==> src/sv/mbcrc_pkg.sv <==
package mbcrc_pkg;

   // CRC-16/MODBUS constants
   localparam logic [15:0] CrcInit   = 16'hFFFF;
   localparam logic [15:0] CrcPoly   = 16'hA001;
   localparam int          HeaderLen = 3;
   localparam int          PosWidth  = 9;

   // One received byte of a frame
   typedef struct packed {
      logic       frame_start;
      logic [7:0] data_byte;
   } req_item_type;

   // One frame check result
   typedef struct packed {
      logic        frame_ok;
      logic [15:0] computed_crc;
      logic [15:0] received_crc;
   } rsp_item_type;

   // Result of one processed byte, as seen by the output register
   typedef struct packed {
      logic         valid;
      rsp_item_type item;
   } frame_result_type;

   // Fold one byte into the CRC, one bit a step, LSB first
   function automatic logic [15:0] crc_byte_update(input logic [15:0] crc,
                                                   input logic [7:0]  data);
      logic [15:0] c;
      c = crc ^ {8'h00, data};
      for (int k = 0; k < 8; k++) begin
         if (c[0]) begin
            c = (c >> 1) ^ CrcPoly;
         end else begin
            c = c >> 1;
         end
      end
      return c;
   endfunction

endpackage

==> src/sv/mbcrc_frame_ctrl.sv <==
module mbcrc_frame_ctrl (
   input  logic                      clock,
   input  logic                      reset,
   input  logic                      step,
   input  mbcrc_pkg::req_item_type   item,
   output mbcrc_pkg::frame_result_type result
);
   import mbcrc_pkg::*;

   logic [15:0]         crc_ff, crc_in;
   logic [PosWidth-1:0] pos_ff, pos_in;
   logic [7:0]          count_ff, count_in;
   logic [7:0]          crc_low_ff, crc_low_in;
   logic                done_ff, done_in;

   // Walk the frame for one byte: header, payload, then the two CRC bytes
   always_comb begin
      logic [PosWidth-1:0] crc_end;
      logic [15:0]         rx_crc;
      crc_in     = crc_ff;
      pos_in     = pos_ff;
      count_in   = count_ff;
      crc_low_in = crc_low_ff;
      done_in    = done_ff;
      result     = '0;
      if (item.frame_start) begin
         crc_in     = CrcInit;
         pos_in     = '0;
         count_in   = '0;
         crc_low_in = '0;
         done_in    = 1'b0;
      end
      crc_end = {1'b0, count_in} + PosWidth'(HeaderLen);
      rx_crc  = {item.data_byte, crc_low_in};
      if (!done_in) begin
         if (pos_in < PosWidth'(HeaderLen)) begin
            crc_in = crc_byte_update(crc_in, item.data_byte);
            if (pos_in == PosWidth'(HeaderLen - 1)) begin
               count_in = item.data_byte;
            end
            pos_in = pos_in + PosWidth'(1);
         end else if (pos_in < crc_end) begin
            crc_in = crc_byte_update(crc_in, item.data_byte);
            pos_in = pos_in + PosWidth'(1);
         end else if (pos_in == crc_end) begin
            crc_low_in = item.data_byte;
            pos_in     = pos_in + PosWidth'(1);
         end else begin
            result.valid             = 1'b1;
            result.item.frame_ok     = (rx_crc == crc_in);
            result.item.computed_crc = crc_in;
            result.item.received_crc = rx_crc;
            done_in                  = 1'b1;
         end
      end
   end

   // Hold frame state between bytes, advance on each processed byte
   always_ff @(posedge clock) begin
      if (reset) begin
         crc_ff     <= CrcInit;
         pos_ff     <= '0;
         count_ff   <= '0;
         crc_low_ff <= '0;
         done_ff    <= 1'b1;
      end else if (step) begin
         crc_ff     <= crc_in;
         pos_ff     <= pos_in;
         count_ff   <= count_in;
         crc_low_ff <= crc_low_in;
         done_ff    <= done_in;
      end
   end

   // Position never runs past the second CRC byte
   a_pos_range: assert property (@(posedge clock) disable iff (reset)
      !done_ff |-> pos_ff <= ({1'b0, count_ff} + PosWidth'(HeaderLen + 1)))
      else $error("byte position beyond end of frame");

   // A result closes the frame
   a_done_after_result: assert property (@(posedge clock) disable iff (reset)
      (step && result.valid) |=> done_ff)
      else $error("frame still open after result");

   // Outside a frame start, a result comes only on the second CRC byte
   a_result_position: assert property (@(posedge clock) disable iff (reset)
      (step && result.valid && !item.frame_start) |->
         (pos_ff == ({1'b0, count_ff} + PosWidth'(HeaderLen + 1))))
      else $error("result at wrong byte position");

endmodule

==> src/sv/modbus_response_crc_checker_unit.sv <==
// Modbus read-response CRC checker. Feed the frame one byte per request with
// frame_start set on the address byte; byte 2 gives the payload length N. The
// block runs CRC-16/MODBUS over bytes 0 to N+2 and, on byte N+4, returns one
// result holding the computed CRC, the received CRC (low byte first) and a
// match flag. Other bytes give no result; bytes outside a frame are dropped.
// Throughput is one byte per clock while the output is not stalled: the
// byte-wide CRC update is a single combinational step between the input
// register and the frame state. A result appears on rsp_valid once its byte
// has sat in the input register and the outcome is then held in the result
// register. While a result waits at a stalled output, the byte in the input
// register is held and req_stall is raised.
// Reset is synchronous and leaves the block idle until a frame start.
module modbus_response_crc_checker_unit (
   input  logic                    clock,
   input  logic                    reset,
   input  logic                    req_valid,
   output logic                    req_stall,
   input  mbcrc_pkg::req_item_type req_item,
   output logic                    rsp_valid,
   input  logic                    rsp_stall,
   output mbcrc_pkg::rsp_item_type rsp_item
);
   import mbcrc_pkg::*;

   logic             in_valid_ff, in_valid_in;
   req_item_type     in_item_ff;
   logic             out_valid_ff, out_valid_in;
   rsp_item_type     out_item_ff;
   logic             advance;
   frame_result_type result;

   // Move on unless a result is waiting at a stalled output
   assign advance   = !(out_valid_ff && rsp_stall);
   assign req_stall = in_valid_ff && !advance;

   assign in_valid_in  = req_stall ? in_valid_ff : req_valid;
   assign out_valid_in = advance ? (in_valid_ff && result.valid) : out_valid_ff;

   // Capture each request into the input register
   always_ff @(posedge clock) begin
      if (reset) begin
         in_valid_ff <= 1'b0;
      end else begin
         in_valid_ff <= in_valid_in;
      end
   end

   always_ff @(posedge clock) begin
      if (!req_stall) begin
         in_item_ff <= req_item;
      end
   end

   mbcrc_frame_ctrl u_frame_ctrl (
      .clock  (clock),
      .reset  (reset),
      .step   (in_valid_ff && advance),
      .item   (in_item_ff),
      .result (result)
   );

   // Hold the result until taken
   always_ff @(posedge clock) begin
      if (reset) begin
         out_valid_ff <= 1'b0;
      end else begin
         out_valid_ff <= out_valid_in;
      end
   end

   always_ff @(posedge clock) begin
      if (advance && in_valid_ff && result.valid) begin
         out_item_ff <= result.item;
      end
   end

   assign rsp_valid = out_valid_ff;
   assign rsp_item  = out_item_ff;

   // A processed byte that closes a frame shows up at the output next cycle
   a_result_delivered: assert property (@(posedge clock) disable iff (reset)
      (in_valid_ff && advance && result.valid) |=> rsp_valid)
      else $error("result lost between frame logic and output");

   // A stalled request keeps its place in the input register
   a_input_held: assert property (@(posedge clock) disable iff (reset)
      req_stall |=> in_valid_ff)
      else $error("input register dropped a stalled request");

endmodule
==> config.mk <==
export PLATFORM = sky130hd
export DESIGN_NAME = modbus_response_crc_checker_unit
export DESIGN_NICKNAME = d
export VERILOG_FILES = /design/src/sv/mbcrc_pkg.sv /design/src/sv/mbcrc_frame_ctrl.sv /design/src/sv/modbus_response_crc_checker_unit.sv
export SDC_FILE = /design/constraint.sdc
export NUM_CORES = 1
export LEC_CHECK = 0
export ABC_AREA = 1
export BUFFER_PORTS_ARGS = -buffer_cell sky130_fd_sc_hd__buf_2
export CORE_AREA = 3 3 105 107
export CTS_CLUSTER_DIAMETER = 30
export DETAILED_ROUTE_END_ITERATION = 8
export DIE_AREA = 0 0 108 110
export PLACE_DENSITY = 0.63
export SETUP_SLACK_MARGIN = 0.15
export SLEW_MARGIN = 5
export SYNTH_ARGS = -nofsm -noshare
export SYNTH_HDL_FRONTEND = slang
export SYNTH_HIERARCHICAL = 1
export SYNTH_SLANG_ARGS = --single-unit
==> constraint.sdc <==
create_clock -name clock -period 6.34 [get_ports clock]
set_input_delay 1.268 -clock clock [delete_from_list [all_inputs] [get_ports clock]]
set_output_delay 1.268 -clock clock [all_outputs]
set_load 0.02 [all_outputs]
==> flow_metrics.py <==
metrics = {
    "power_and_ir_drop": {
        "power_density_mw_per_mm2": 210.7,
        "pwr-share-clk": 0.320,
        "pwr-share-comb": 0.137,
        "power.total_mw": 1.123,
        "p_int_mw": 0.7893,
        "net-switching-power_mw": 0.3332,
        "p_leak_nw": 2.267,
        "swShare": 0.2969,
        "sequentialPowerShare": 0.543,
        "vdd_drop_max_uv": 117.5,
    },
    "drt": {
        "vias": 4334,
        "routedWlPerCell_um": 14.50,
        "drc": 0,
        "drt-total-wl_um": 11620,
        "firstDrtPassIters": 5,
        "dr.first_iter.drc_count": 304,
        "viasPerCell": 5.411,
        "drtAntennaViolNets": 0,
    },
    "cells_and_area": {
        "fillers": 987,
        "areaGrowthSynthToFinish_pct": 9.406,
        "diodes": 0,
        "drive_above_1_share": 0.1759,
        "fin_cells": 801,
        "fin_nets": 684,
    },
    "setup_path": {
        "reg2reg_depth": 25,
        "worstSetupPathType": "flop to flop",
        "r2r-end": "rsp_item[7]",
        "cp.arrival_ps": 4060,
        "regToRegStartpoint": "in_item_ff[8]",
        "rrSetupSlack_ps": 2290,
        "end_kind": "flop",
        "required_ps": 6360,
        "crit_start": "in_item_ff[8]",
        "start_kind": "flop",
        "crit_path_end": "rsp_item[7]",
        "path_max_fanout": 34,
    },
    "clock_network": {
        "clk_latency_ps": 360,
        "ctsResizeCount": 0,
        "cts_tree": "yes",
        "cts_buffers": 9,
        "postCtsHoldBufs": 0,
        "cts_buffer_depth": 2,
        "post_cts_buffers": 0,
        "cts-root-buf": "clkbuf_8",
        "clkSlewWorstSetupHoldPaths_ps": 90,
        "clock-sinks": 86,
        "h-tree-depth": 3,
    },
    "grt": {
        "antenna_found_initial": 0,
        "grt_pass1_wl_um": 19600,
        "grt_overflow": 0,
        "grt_pass1_vias": 4002,
        "grt_max_degree": 46,
        "grt_use_total": 0.2104,
    },
    "logic_synthesis": {
        "synth_top_area_cell": "edfxtp_1",
        "synthCells": 625,
        "synthAdderAreaFrac": 0.02827,
        "netlist.area_leader.share": 0.2591,
        "synthMuxAreaShare": 0,
        "synthFlopType": "dfxtp_1",
        "synth-compound-area-share": 0.1604,
        "async_flop_share": 0,
        "yosys-top-cells-area": "edfxtp_1 (26%), dfxtp_1 (18%), nand2_1 (10%)",
        "yosys_warnings": 6,
        "synth_seq_cells": 86,
        "synth_xor_xnor_area_share": 0.02673,
        "syn_nets": 649,
        "synthSimpleGateAreaFrac": 0.2627,
        "synth_edf_count": 42,
        "synth.distinct_cells": 38,
        "syn_avg_cell_area_um2": 7.789,
        "ys_seq_area_frac": 0.4400,
        "synth_top_family_by_area": "simple AND/OR/NAND/NOR gates",
        "syn_area_mm2": 0.004868,
    },
    "run": {
        "cap_violations": 0,
    },
    "outcome": {
        "run_status": "finished, final reports clean",
    },
    "sta": {
        "slew_headroom": 0.4751,
        "max_freq_mhz": 247.2,
        "rsz0062_at_grt": "false",
        "hold_viol_final": 0,
        "tightestPinTransition_ps": 786.3,
        "slew_viol_final": 0,
        "setup_viol_count_final": 0,
        "fin_crit_ps": 4046,
        "period_share": 0.6381,
        "fin_skew_ps": 11.02,
        "tns_ps": 0,
    },
    "die": {
        "io_pins": 48,
        "die_h_um": 110,
        "start_util": 0.4758,
        "rows": 37,
        "die_w_um": 108,
        "die_area_mm2": 0.01188,
        "core_area_mm2": 0.01023,
    },
    "worst_hold_path": {
        "hold_path_class": "flop to flop",
        "min_from": "u_frame_ctrl/crc_low_ff[0]",
    },
    "placed_design": {
        "dp.cells": 785,
        "hpwl_um": 8288,
        "io_buffer_count": 47,
        "place_congestion": 0.8942,
    },
}
## cells in the mapped netlist, types with 2 or more instances
cell type,count
xor2_1,10
ha_1,11
edfxtp_1,42
nor2_2,4
inv_1,51
a21oi_2,4
a21oi_1,66
o221ai_1,2
dfxtp_1,44
clkbuf_1,11
nor3_1,5
buf_4,2
nor2_4,8
xnor2_1,3
nand3_1,24
nor4_1,2
nand3_2,5
nor2_1,76
o211ai_1,13
inv_2,10
nand2_2,13
buf_6,4
buf_1,2
o2111ai_1,2
o21ai_1,8
a31oi_1,2
o21ai_0,43
nand2_1,134
nand4_1,9
buf_2,7
## critical path: stages, from the launching register on
cell and delay [ps]:
edfxtp_1 360, buf_4 300, inv_4 290, nand2_1 130, nand2_1 100, inv_2 40
nor2_1 80, inv_1 70, nor2_1 80, inv_1 70, nor2_1 110, inv_2 60
nor2_2 130, inv_2 50, nor2_1 80, nand3_1 100, ha_1 340, nand2_1 100
nor2_1 150, nand3b_1 90, nand3_1 200, nand3_2 120, inv_2 70, nand2_1 70
nor2_2 100, buf_4 350
## area by class of cell
class | instances | area (um^2) | share of cell area
timing repair buffer | 51 | 265.3 | 0.04980
clock buffer | 9 | 123.9 | 0.02326
multi-input combinational | 450 | 2332 | 0.4379
inverter | 62 | 235.2 | 0.04416
tap | 136 | 170.2 | 0.03195
clock inverter | 7 | 57.56 | 0.01081
sequential | 86 | 2142 | 0.4022
## cell families (layout without fill, tap and decap cells)
logic type               count (synthesis)  in the layout
AO/OA/AOI/OAI                          142            142
XOR/XNOR                                14             14
adder cells (fa/ha/maj)                 11             11
buffers and inverters                   89            129
flip-flops                              86             86
AND/OR/NAND/NOR                        283            283
## routing by layer
| layer | global-route usage | routed length (um) |
|---|---|---|
| met5 | 0 | 0 |
| met4 | 0.06943 | 243 |
| met3 | 0.03844 | 678 |
| met2 | 0.3326 | 5219 |
| met1 | 0.2933 | 5476 |
## sequential cells by signal, indices dropped and copies added (netlist names)
register                 flops
in_item_ff                   9
u_frame_ctrl/crc_low_ff      8
in_valid_ff                  1
rsp_item                    33
u_frame_ctrl/count_ff        8
u_frame_ctrl/pos_ff          9
u_frame_ctrl/crc_ff         16
u_frame_ctrl/done_ff         1
rsp_valid                    1
## worst min path at each step
stage / endpoint / slack [ps] / cells after the start
4_1_cts: u_frame_ctrl/crc_low_ff[0] / 470 / 2
5_1_grt: u_frame_ctrl/crc_low_ff[2] / 490 / 2
3_5_place_dp: u_frame_ctrl/crc_ff[11] / 460 / 2
3_3_place_gp: u_frame_ctrl/crc_ff[9] / 450 / 2
6_report: u_frame_ctrl/crc_low_ff[0] / 470 / 2
2_1_floorplan: u_frame_ctrl/crc_ff[11] / 440 / 2
## power by group through the flow
| stage | combinational [mW] | sequential [mW] | clock [mW] |
|---|---|---|---|
| final | 0.154 | 0.610 | 0.359 |
| after global routing | 0.174 | 0.612 | 0.399 |
| after CTS | 0.152 | 0.609 | 0.368 |
| after detailed placement | 0.152 | 0.622 | 0 |
| after global placement | 0.149 | 0.622 | 0 |
| after floorplan | 0.123 | 0.618 | 0 |
## cells in the final DEF, fill, tap and decap left out, types with 2 or more instances in the layout
cell type / Yosys / layout
inv_1: 51 / 51
nor2_1: 76 / 74
o21ai_0: 43 / 43
nand3_1: 24 / 24
o2111ai_1: 2 / 2
nor4_1: 2 / 2
xnor2_1: 3 / 3
buf_4: 2 / 4
buf_2: 7 / 47
inv_2: 10 / 10
inv_6: 0 / 2
nand2_1: 134 / 134
nand3_2: 5 / 5
o211ai_1: 13 / 13
dfxtp_1: 44 / 44
nor2_4: 8 / 8
clkbuf_8: 0 / 9
a21oi_2: 4 / 4
nor2_2: 4 / 6
xor2_1: 10 / 10
o221ai_1: 2 / 2
o21ai_1: 8 / 8
edfxtp_1: 42 / 42
nor3_1: 5 / 5
clkinv_4: 0 / 4
ha_1: 11 / 11
a21oi_1: 66 / 66
a31oi_1: 2 / 2
nand2_2: 13 / 13
nand4_1: 9 / 9
## through the flow
step / util / cell area (um^2) / worst slack [ps] / hold WS (ps)
final: 0.5206 / 5326 / 2294 / 469.3
after global placement: 0.5029 / 5145 / 2455 / 450.0
after CTS: 0.5206 / 5326 / 2268 / 471.0
after global routing: 0.5206 / 5326 / 1732 / 493.3
after floorplan: - / 4868 / 1821 / 441.2
after detailed placement: 0.5029 / 5145 / 2297 / 455.9
Note: power is estimated with default switching activity, not from simulation.
